$ cat config.mk
export PLATFORM = sky130hd
export DESIGN_NAME = key_state_tracker_table
export DESIGN_NICKNAME = d
export VERILOG_FILES = /design/src/rtl/kst_pkg.sv /design/src/rtl/kst_ram.sv /design/src/rtl/kst_front.sv /design/src/rtl/kst_queue.sv /design/src/rtl/kst_back.sv /design/src/rtl/key_state_tracker_table.sv
export SDC_FILE = /design/constraint.sdc
export NUM_CORES = 1
export LEC_CHECK = 0
export BUFFER_PORTS_ARGS = -buffer_cell sky130_fd_sc_hd__buf_2
export CAP_MARGIN = 20
export CELL_PAD_IN_SITES_DETAIL_PLACEMENT = 0
export CELL_PAD_IN_SITES_GLOBAL_PLACEMENT = 1
export CORE_ASPECT_RATIO = 0.8
export CORE_MARGIN = 1.5
export CORE_UTILIZATION = 25
export CTS_CLUSTER_SIZE = 20
export DETAILED_ROUTE_END_ITERATION = 16
export GPL_ROUTABILITY_DRIVEN = 0
export PLACE_DENSITY_LB_ADDON = 0.05
export SLEW_MARGIN = 20
export SYNTH_ARGS = -nofsm -noshare
export SYNTH_HDL_FRONTEND = slang
export SYNTH_SLANG_ARGS = --single-unit
$ cat constraint.sdc
create_clock -name clk -period 3.2 [get_ports clk]
set_input_delay 0.16 -clock clk [delete_from_list [all_inputs] [get_ports clk]]
set_output_delay 0.16 -clock clk [all_outputs]
set_load 0.05 [all_outputs]
$ cat src/rtl/kst_pkg.sv
package kst_pkg;

  localparam int KEY_W  = 9;
  localparam int CODE_W = 10;
  localparam int PH_W   = 2;
  localparam int SLOT_W = KEY_W + PH_W;

  localparam int QDEPTH = 2;
  localparam int QAW    = $clog2(QDEPTH);

  localparam logic [1:0] REQ_EVENT = 2'd0;
  localparam logic [1:0] REQ_TICK  = 2'd1;
  localparam logic [1:0] REQ_QUERY = 2'd2;

  localparam logic [1:0] ACT_RELEASE = 2'd0;
  localparam logic [1:0] ACT_PRESS   = 2'd1;

  localparam logic [PH_W-1:0] PH_UP          = 2'd0;
  localparam logic [PH_W-1:0] PH_JUST_UP     = 2'd1;
  localparam logic [PH_W-1:0] PH_DOWN        = 2'd2;
  localparam logic [PH_W-1:0] PH_JUST_DOWN   = 2'd3;
  localparam logic [PH_W-1:0] PH_STEADY_MASK = 2'h2;

  typedef enum logic [1:0] {
    OP_NONE,
    OP_SET,
    OP_TICK,
    OP_QUERY
  } kst_op_t;

  typedef enum logic [1:0] {
    BK_IDLE,
    BK_SCAN,
    BK_COMMIT,
    BK_OUT
  } kst_state_t;

  typedef struct packed {
    kst_op_t           op;
    logic [KEY_W-1:0]  key;
    logic [PH_W-1:0]   phase;
  } kst_item_t;

endpackage

$ cat src/rtl/kst_ram.sv
module kst_ram #(
  parameter int WIDTH = 8,
  parameter int DEPTH = 16
) (
  input  logic                     clk,
  input  logic                     we,
  input  logic [$clog2(DEPTH)-1:0] waddr,
  input  logic [WIDTH-1:0]         wdata,
  input  logic                     re,
  input  logic [$clog2(DEPTH)-1:0] raddr,
  output logic [WIDTH-1:0]         rdata
);

  logic [WIDTH-1:0] mem [DEPTH];

  always_ff @(posedge clk) begin
    if (we) begin
      mem[waddr] <= wdata;
    end
    if (re) begin
      rdata <= mem[raddr];
    end
  end

endmodule

$ cat src/rtl/kst_front.sv
module kst_front (
  input  logic                                in_valid,
  output logic                                in_ready,
  input  logic [1:0]                          in_req_type,
  input  logic signed [kst_pkg::CODE_W-1:0]   in_key_code,
  input  logic [1:0]                          in_key_action,
  input  logic                                q_full,
  output logic                                q_push,
  output kst_pkg::kst_item_t                  q_item
);

  logic negative;

  assign negative = in_key_code[kst_pkg::CODE_W-1];
  assign in_ready = !q_full;
  assign q_push   = in_valid && !q_full;

  // Everything that cannot change the table or produce a flag collapses to OP_NONE,
  // so the back end skips the scan for it.
  always_comb begin
    q_item.key   = in_key_code[kst_pkg::KEY_W-1:0];
    q_item.phase = (in_key_action == kst_pkg::ACT_PRESS) ? kst_pkg::PH_JUST_DOWN
                                                          : kst_pkg::PH_JUST_UP;
    q_item.op    = kst_pkg::OP_NONE;
    case (in_req_type)
      kst_pkg::REQ_EVENT: begin
        if (!negative &&
            (in_key_action inside {kst_pkg::ACT_RELEASE, kst_pkg::ACT_PRESS})) begin
          q_item.op = kst_pkg::OP_SET;
        end
      end
      kst_pkg::REQ_TICK: begin
        q_item.op = kst_pkg::OP_TICK;
      end
      kst_pkg::REQ_QUERY: begin
        if (!negative) begin
          q_item.op = kst_pkg::OP_QUERY;
        end
      end
      default: begin
        q_item.op = kst_pkg::OP_NONE;
      end
    endcase
  end

endmodule

$ cat src/rtl/kst_queue.sv
module kst_queue (
  input  logic               clk,
  input  logic               rst_n,
  input  logic               push,
  input  kst_pkg::kst_item_t push_item,
  output logic               full,
  input  logic               pop,
  output logic               not_empty,
  output kst_pkg::kst_item_t head
);

  localparam int CNT_W = $clog2(kst_pkg::QDEPTH + 1);

  kst_pkg::kst_item_t          mem_r [kst_pkg::QDEPTH];
  logic [kst_pkg::QAW-1:0]     wr_ptr_r, wr_ptr_nxt;
  logic [kst_pkg::QAW-1:0]     rd_ptr_r, rd_ptr_nxt;
  logic [CNT_W-1:0]            count_r, count_nxt;
  logic                        do_push, do_pop;

  assign full      = (count_r == CNT_W'(kst_pkg::QDEPTH));
  assign not_empty = (count_r != '0);
  assign head      = mem_r[rd_ptr_r];
  assign do_push   = push && !full;
  assign do_pop    = pop && not_empty;

  always_comb begin
    wr_ptr_nxt = do_push ? wr_ptr_r + 1'b1 : wr_ptr_r;
    rd_ptr_nxt = do_pop ? rd_ptr_r + 1'b1 : rd_ptr_r;
    count_nxt  = count_r;
    if (do_push && !do_pop) begin
      count_nxt = count_r + 1'b1;
    end else if (do_pop && !do_push) begin
      count_nxt = count_r - 1'b1;
    end
  end

  always_ff @(posedge clk) begin
    if (!rst_n) begin
      wr_ptr_r <= '0;
      rd_ptr_r <= '0;
      count_r  <= '0;
    end else begin
      wr_ptr_r <= wr_ptr_nxt;
      rd_ptr_r <= rd_ptr_nxt;
      count_r  <= count_nxt;
    end
  end

  always_ff @(posedge clk) begin
    if (do_push) begin
      mem_r[wr_ptr_r] <= push_item;
    end
  end

endmodule

$ cat src/rtl/kst_back.sv
module kst_back #(
  parameter int MAX_KEYS = 16
) (
  input  logic               clk,
  input  logic               rst_n,
  input  logic               q_not_empty,
  input  kst_pkg::kst_item_t q_head,
  output logic               q_pop,
  output logic               out_valid,
  input  logic               out_ready,
  output logic               out_is_held,
  output logic               out_went_down,
  output logic               out_went_up,
  output logic               out_event_dropped,
  output logic [3:0]         out_entries_in_use
);

  localparam int IW = $clog2(MAX_KEYS);
  localparam int CW = $clog2(MAX_KEYS + 1);
  localparam int SW = (CW > 4) ? CW : 4;
  localparam logic [CW-1:0] CNT_MAX  = CW'(MAX_KEYS);
  localparam logic [CW:0]   MAX_EXT  = (CW + 1)'(MAX_KEYS);
  localparam logic [IW-1:0] LAST_IDX = IW'(MAX_KEYS - 1);

  kst_pkg::kst_state_t state_r, state_nxt;
  kst_pkg::kst_item_t  item_r, item_nxt;
  logic [CW-1:0]       scan_r, scan_nxt;
  logic                pv_r, pv_nxt;
  logic [IW-1:0]       pidx_r, pidx_nxt;
  logic                hit_r, hit_nxt;
  logic [IW-1:0]       hit_idx_r, hit_idx_nxt;
  logic [kst_pkg::PH_W-1:0] hit_ph_r, hit_ph_nxt;
  logic                free_found_r, free_found_nxt;
  logic [IW-1:0]       free_idx_r, free_idx_nxt;
  logic                dropped_r, dropped_nxt;
  logic [CW-1:0]       used_r, used_nxt;
  logic [MAX_KEYS-1:0] slot_valid_r, slot_valid_nxt;

  logic                out_valid_r, out_valid_nxt;
  logic                out_held_r, out_held_nxt;
  logic                out_down_r, out_down_nxt;
  logic                out_up_r, out_up_nxt;
  logic                out_drop_r, out_drop_nxt;
  logic [3:0]          out_used_r, out_used_nxt;

  logic                      ram_we, ram_re;
  logic [IW-1:0]             ram_waddr, ram_raddr;
  logic [kst_pkg::SLOT_W-1:0] ram_wdata, ram_rdata;

  logic [kst_pkg::KEY_W-1:0] ent_key;
  logic [kst_pkg::PH_W-1:0]  ent_ph;
  logic [kst_pkg::PH_W-1:0]  ent_steady;
  logic                      ent_valid;
  logic [SW-1:0]             used_ext;
  logic                      is_query;

  // Key and phase share one word per slot.
  kst_ram #(
    .WIDTH(kst_pkg::SLOT_W),
    .DEPTH(MAX_KEYS)
  ) u_slots (
    .clk  (clk),
    .we   (ram_we),
    .waddr(ram_waddr),
    .wdata(ram_wdata),
    .re   (ram_re),
    .raddr(ram_raddr),
    .rdata(ram_rdata)
  );

  assign ent_key    = ram_rdata[kst_pkg::SLOT_W-1:kst_pkg::PH_W];
  assign ent_ph     = ram_rdata[kst_pkg::PH_W-1:0];
  assign ent_steady = ent_ph & kst_pkg::PH_STEADY_MASK;
  assign ent_valid  = slot_valid_r[pidx_r];
  assign used_ext   = SW'(used_r);
  assign is_query   = (item_r.op == kst_pkg::OP_QUERY) && hit_r;

  always_comb begin
    state_nxt      = state_r;
    item_nxt       = item_r;
    scan_nxt       = scan_r;
    pv_nxt         = 1'b0;
    pidx_nxt       = pidx_r;
    hit_nxt        = hit_r;
    hit_idx_nxt    = hit_idx_r;
    hit_ph_nxt     = hit_ph_r;
    free_found_nxt = free_found_r;
    free_idx_nxt   = free_idx_r;
    dropped_nxt    = dropped_r;
    used_nxt       = used_r;
    slot_valid_nxt = slot_valid_r;
    q_pop          = 1'b0;
    ram_we         = 1'b0;
    ram_waddr      = pidx_r;
    ram_wdata      = ram_rdata;
    ram_re         = 1'b0;
    ram_raddr      = scan_r[IW-1:0];

    out_valid_nxt  = out_valid_r && !out_ready;
    out_held_nxt   = out_held_r;
    out_down_nxt   = out_down_r;
    out_up_nxt     = out_up_r;
    out_drop_nxt   = out_drop_r;
    out_used_nxt   = out_used_r;

    case (state_r)
      kst_pkg::BK_IDLE: begin
        if (q_not_empty) begin
          q_pop          = 1'b1;
          item_nxt       = q_head;
          scan_nxt       = '0;
          hit_nxt        = 1'b0;
          free_found_nxt = 1'b0;
          dropped_nxt    = 1'b0;
          state_nxt      = (q_head.op == kst_pkg::OP_NONE) ? kst_pkg::BK_OUT
                                                             : kst_pkg::BK_SCAN;
        end
      end

      kst_pkg::BK_SCAN: begin
        // Reads are issued one slot ahead of the compare stage.
        if (scan_r != CNT_MAX) begin
          ram_re   = 1'b1;
          scan_nxt = scan_r + 1'b1;
          pv_nxt   = 1'b1;
          pidx_nxt = scan_r[IW-1:0];
        end
        if (pv_r) begin
          if (ent_valid && (ent_key == item_r.key)) begin
            hit_nxt     = 1'b1;
            hit_idx_nxt = pidx_r;
            hit_ph_nxt  = ent_ph;
          end
          if (!ent_valid && !free_found_r) begin
            free_found_nxt = 1'b1;
            free_idx_nxt   = pidx_r;
          end
          // A frame tick settles each phase and frees slots that end up.
          if ((item_r.op == kst_pkg::OP_TICK) && ent_valid) begin
            if (ent_steady == kst_pkg::PH_UP) begin
              slot_valid_nxt[pidx_r] = 1'b0;
              used_nxt               = used_r - CW'(1);
            end else begin
              ram_we    = 1'b1;
              ram_waddr = pidx_r;
              ram_wdata = {ent_key, ent_steady};
            end
          end
          if (pidx_r == LAST_IDX) begin
            state_nxt = (item_r.op == kst_pkg::OP_SET) ? kst_pkg::BK_COMMIT
                                                        : kst_pkg::BK_OUT;
          end
        end
      end

      kst_pkg::BK_COMMIT: begin
        ram_wdata = {item_r.key, item_r.phase};
        if (hit_r) begin
          ram_we    = 1'b1;
          ram_waddr = hit_idx_r;
        end else if (({1'b0, used_r} + (CW + 1)'(1)) < MAX_EXT) begin
          ram_we                     = 1'b1;
          ram_waddr                  = free_idx_r;
          slot_valid_nxt[free_idx_r] = 1'b1;
          used_nxt                   = used_r + CW'(1);
        end else begin
          dropped_nxt = 1'b1;
        end
        state_nxt = kst_pkg::BK_OUT;
      end

      kst_pkg::BK_OUT: begin
        if (!out_valid_r || out_ready) begin
          out_valid_nxt = 1'b1;
          out_held_nxt  = is_query && hit_ph_r[kst_pkg::PH_W-1];
          out_down_nxt  = is_query && (hit_ph_r == kst_pkg::PH_JUST_DOWN);
          out_up_nxt    = is_query && (hit_ph_r == kst_pkg::PH_JUST_UP);
          out_drop_nxt  = dropped_r;
          out_used_nxt  = (used_ext > SW'(15)) ? 4'd15 : used_ext[3:0];
          state_nxt     = kst_pkg::BK_IDLE;
        end
      end

      default: begin
        state_nxt = kst_pkg::BK_IDLE;
      end
    endcase
  end

  always_ff @(posedge clk) begin
    if (!rst_n) begin
      state_r      <= kst_pkg::BK_IDLE;
      pv_r         <= 1'b0;
      used_r       <= '0;
      slot_valid_r <= '0;
      out_valid_r  <= 1'b0;
    end else begin
      state_r      <= state_nxt;
      pv_r         <= pv_nxt;
      used_r       <= used_nxt;
      slot_valid_r <= slot_valid_nxt;
      out_valid_r  <= out_valid_nxt;
    end
  end

  always_ff @(posedge clk) begin
    item_r       <= item_nxt;
    scan_r       <= scan_nxt;
    pidx_r       <= pidx_nxt;
    hit_r        <= hit_nxt;
    hit_idx_r    <= hit_idx_nxt;
    hit_ph_r     <= hit_ph_nxt;
    free_found_r <= free_found_nxt;
    free_idx_r   <= free_idx_nxt;
    dropped_r    <= dropped_nxt;
    out_held_r   <= out_held_nxt;
    out_down_r   <= out_down_nxt;
    out_up_r     <= out_up_nxt;
    out_drop_r   <= out_drop_nxt;
    out_used_r   <= out_used_nxt;
  end

  assign out_valid          = out_valid_r;
  assign out_is_held        = out_held_r;
  assign out_went_down      = out_down_r;
  assign out_went_up        = out_up_r;
  assign out_event_dropped  = out_drop_r;
  assign out_entries_in_use = out_used_r;

endmodule

$ cat src/rtl/key_state_tracker_table.sv
// Key state table. Each transaction on the in_ channel is a key event, a frame
// tick or a query, and produces exactly one transaction on the out_ channel, in
// order. Events record a press or release for a key, ticks turn the fresh
// phases into steady ones and free released keys, queries report the phase of
// one key. Every result carries the dropped flag and the table entries in use.
// A front end classifies each item and places it in a two-entry queue, so
// in_ready stays high until two items are waiting behind the one in progress.
// The back end walks the slot memory one entry per cycle through its single
// read port. An item that touches the table is scanned, an event then also
// commits its slot, and the result is registered; items with no table effect
// go straight to the output register.
// A result waits in the output register while out_ready is low; the back end
// then holds the next item, and the queue keeps accepting until it fills.
// Reset empties the table and the queue and drops any pending result; the
// slot memory itself is not cleared, since per-slot valid bits guard it.
module key_state_tracker_table #(
  parameter int MAX_KEYS = 16
) (
  input  logic                              clk,
  input  logic                              rst_n,
  input  logic                              in_valid,
  output logic                              in_ready,
  input  logic [1:0]                        in_req_type,
  input  logic signed [kst_pkg::CODE_W-1:0] in_key_code,
  input  logic [1:0]                        in_key_action,
  output logic                              out_valid,
  input  logic                              out_ready,
  output logic                              out_is_held,
  output logic                              out_went_down,
  output logic                              out_went_up,
  output logic                              out_event_dropped,
  output logic [3:0]                        out_entries_in_use
);

  kst_pkg::kst_item_t push_item, head_item;
  logic               q_push, q_full, q_pop, q_not_empty;

  kst_front u_front (
    .in_valid     (in_valid),
    .in_ready     (in_ready),
    .in_req_type  (in_req_type),
    .in_key_code  (in_key_code),
    .in_key_action(in_key_action),
    .q_full       (q_full),
    .q_push       (q_push),
    .q_item       (push_item)
  );

  kst_queue u_queue (
    .clk      (clk),
    .rst_n    (rst_n),
    .push     (q_push),
    .push_item(push_item),
    .full     (q_full),
    .pop      (q_pop),
    .not_empty(q_not_empty),
    .head     (head_item)
  );

  kst_back #(
    .MAX_KEYS(MAX_KEYS)
  ) u_back (
    .clk               (clk),
    .rst_n             (rst_n),
    .q_not_empty       (q_not_empty),
    .q_head            (head_item),
    .q_pop             (q_pop),
    .out_valid         (out_valid),
    .out_ready         (out_ready),
    .out_is_held       (out_is_held),
    .out_went_down     (out_went_down),
    .out_went_up       (out_went_up),
    .out_event_dropped (out_event_dropped),
    .out_entries_in_use(out_entries_in_use)
  );

`ifndef SYNTHESIS
  localparam logic [3:0] CNT_CAP = (MAX_KEYS - 1 > 15) ? 4'd15 : 4'(MAX_KEYS - 1);

  // The table never holds more than MAX_KEYS - 1 keys.
  a_count_cap: assert property (@(posedge clk) disable iff (!rst_n)
    out_valid |-> out_entries_in_use <= CNT_CAP)
    else $error("entries_in_use above table capacity");

  // An event is only dropped when the table is at capacity.
  a_drop_full: assert property (@(posedge clk) disable iff (!rst_n)
    out_valid && out_event_dropped |-> out_entries_in_use == CNT_CAP)
    else $error("event dropped while table had room");

  // Phase flags are mutually consistent and absent on dropped events.
  a_flags: assert property (@(posedge clk) disable iff (!rst_n)
    out_valid |-> !(out_went_down && out_went_up) && (!out_went_down || out_is_held)
                  && !(out_went_up && out_is_held)
                  && !(out_event_dropped && (out_is_held || out_went_up)))
    else $error("inconsistent query flags");
`endif

endmodule
==> run metrics <==
GR Util met3 0.02478; Clock power frac 0.287; HP Class input pin to register; Unique masters post-synth 58; Syn Std Cell Area between 0.01 and 0.015 mm²; simple logic cell fraction of the synthesized area 0.07234; fmax 333.3 MHz; io pins 28; hold_sp in_req_type[1]; CP max FO 11; DIE AREA 0.04836 mm²; first-pass GRT wire length 47470 µm; Critical Path RT roughly 3.4 ns; MaxCap Viol Count 0; Synth Area in Compound Gates 0.07809; critical path's slowest cell o21ai_1; TNS Setup 0 ns; Clock Latency Late Sink 0.53 ns; most common cell in the synthesized netlist edfxtp_1; relative slew slack 0.3840; H-tree depth 2; CTS tree yes; row count 70; Setup-failing EPs final 0; top cells by area, synth edfxtp_1 65%, dfxtp_1 5.1%, mux4_2 4.2%; Clock Tree Root clkbuf_16; crit path DAT 3.22 ns; post-place setup slack 0.2494 ns; syn avg cell area 15.64 µm²; mux share of post-synthesis cell area 0.1034; Syn. warnings 0; drt drc 0; vias in the first global route 6864; Worst-Margin Slew 0.9239 ns; Final Cycle Share 0.9376; hold_ws 0.03865 ns; # clock sinks 283; GR peak layer met1; ys flop type edfxtp_1; Synth top area share 0.6460; Synth Area in Adders 0.01447; Synth Net Count 783; share of cells above drive strength 1 0.2122; largest net degree at the start of global routing 57; Total GRT Usage 0.1367; Psw 0.004916 W; FF-to-FF Start u_back.used_ext[0]$_SDFFE_PN0P_; Port Buf Inserts 27; Post-Route WL 32220 µm; final clock skew 0.01620 ns; RSZ-0062 raised after global routing false; TritonCTS buffer count 34; Seq cells post-synth 283; Commonest cells post-synth 253 x edfxtp_1, 45 x mux2i_1, 38 x nand2_1; global-route track usage on met1 0.2047; Final ANT Viol Nets 0; Die Ht 197 µm; DR vias approximately 6900; final hold viol count 0; Multi-input gate area 0.003358 mm²; PnR worst setup slack 0.1997 ns; largest stage delay on the critical path about 0.46 ns; Core ar. 0.04607 mm²; fin. max-slew vios 0; Post-Synthesis Cells 752; crit path cell chain and4_1 > ha_1 > a21boi_1 > o21ai_1 > a21oi_1 > or2_1 > nor3_1 > buf_4; critical path class register to register; pwr/cell area 985.1 mW/mm²; Int Power between 0.009 and 0.01 W; outcome finished, final reports clean; main combinational cell family by area after synthesis multiplexers; Setup crit start u_back.used_ext[0]$_SDFFE_PN0P_; initial antenna violation count 1; dpl hpwl approximately 22000 µm; static leakage a little under 5 nW; Clock transition at path regs around 0.060 ns; Worst setup SP type register; Seq/Total Area, Yosys 0.6970; area leader, netlist edfxtp_1; worst vdd ir ~0.42 mV; DR iter-0 viols 418; WL/cell 21.70 µm; Comb power frac 0.330; number of iterations in the first detailed-routing pass 5; area growth from synthesis to layout 21.03%; ys async rst share 0; Fill cells 4600; Register Area 0.008198 mm²; nets 878; Synth Area in XOR/XNOR 0.01489; clk buf depth 3; vias per cell between 4 and 5; sequential fraction of design power 0.383; Starting Density 0.2553; Post-synth EDFFs around 250; Crit. End Element register; GRT overflow 0; Die Span X approximately 250 µm; grt met2 use 0.1969; Net Sw Frac 0.3506; final worst path period need between 3 and 4 ns; power after layout 0.01402 W
## critical path: cells and delay by family, from the launching register on
| kind | cells | cell delay, ns |
|---|---|---|
| AO/OA/AOI/OAI | 3 | 0.85 |
| flip-flops | 1 | 0.43 |
| adder cells (fa/ha/maj) | 1 | 0.26 |
| buffers and inverters | 1 | 0.25 |
| AND/OR/NAND/NOR | 3 | 0.89 |
## stage by stage
| stage | std cells | util | instance area, µm² |
|---|---|---|---|
| after floorplan | 752 | - | 11760 |
| after global placement | 1408 | 0.2804 | 12920 |
| after detailed placement | 1408 | 0.2804 | 12920 |
| after CTS | 1484 | 0.3088 | 14220 |
| after global routing | 1484 | 0.3089 | 14230 |
| final | 1485 | 0.3090 | 14230 |
## power groups by stage
stage | sequential, W | clock, W | combinational [W]
2_1_floorplan | 0.00531 | 0 | 0.00273
3_3_place_gp | 0.00544 | 0 | 0.00470
3_5_place_dp | 0.00545 | 0 | 0.00471
4_1_cts | 0.00538 | 0.00417 | 0.00474
5_1_grt | 0.00543 | 0.00430 | 0.00506
6_report | 0.00537 | 0.00403 | 0.00463
## area by class of cell
type	count	area share
clock inverter	23	0.01881
inverter	20	0.005274
sequential	283	0.5759
tap	612	0.05379
clock buffer	38	0.06232
multi-input combinational	415	0.2359
antenna	1	0.0001758
timing repair buffer	93	0.04782
## state kept, by name (all words and copies together), names as in the netlist, 2 cells and up, named ones only
| register | cells |
|---|---|
| u_back.free_idx_r | 4 |
| u_back.hit_idx_r | 4 |
| u_back.hit_ph_r | 2 |
| u_back.item_r | 12 |
| u_back.out_entries_in_use | 4 |
| u_back.pidx_r | 4 |
| u_back.scan_r | 5 |
| u_back.slot_valid_r | 16 |
| u_back.state_r | 2 |
| u_back.u_slots.mem | 176 |
| u_back.u_slots.rdata | 11 |
| u_back.used_ext | 5 |
| u_queue.count_r | 2 |
| u_queue.mem_r | 24 |
## cell usage in the layout (no fill, tap or decap), drive strengths merged, types with 4 or more instances in the layout
master and instances:
mux4 22, a32o 6, a31oi 4, a211oi 4, xnor2 13, a221oi 13
mux2 24, a21oi 21, and2 7, xor2 7, inv 21, clkbuf 38
nand3 9, nor2b 8, mux2i 45, buf 78, nand2 38, dfxtp 30
and4 4, edfxtp 253, nand4 11, ha 12, bufinv 6, nand2b 11
and3 12, a22oi 13, a22o 10, clkinv 15, nor3 20, nor2 36
o21ai 30, dlygate4sd3 15
## what timing repair did
| action | 4_1_cts | 5_1_grt |
|---|---|---|
| gates resized for setup | 0 | 1 |
| setup buffers | 0 | 0 |
| endpoints found under the hold margin | 26 | 0 |
| setup endpoints to repair | 0 | 11 |
| hold buffers | 15 | 0 |
## path summary, 6_finish.rpt
| path | slack [ns] | depth (start not counted) | to |
|---|---|---|---|
| worst max-delay path | 0.20 | 8 | u_back.u_slots.mem[7][1]$_DFFE_PP_ |
| worst min-delay path | 0.04 | 3 | u_queue.mem_r[1][11]$_DFFE_PP_ |
| worst min register to register | 0.46 | 0 | u_back.out_event_dropped$_DFFE_PP_ |
| worst max register to register | 0.20 | 8 | u_back.u_slots.mem[7][1]$_DFFE_PP_ |
## cell families (layout without fill, tap and decap cells)
kind of cell    Yosys count  in the layout
xor+xnor                 20             20
flops                   283            283
compound gates          125            125
buf+inv                  54            174
fa+ha+maj                13             13
other cells               0              1
mux                      91             91
simple gates            166            166
## per-layer routing
metal | up-vias | share of wire
li1 | 3147 | -
met1 | 3535 | 0.51
met2 | 143 | 0.42
met3 | 45 | 0.043
met4 | 0 | 0.024
met5 | - | 0
Power figures use the tool's default switching activity.
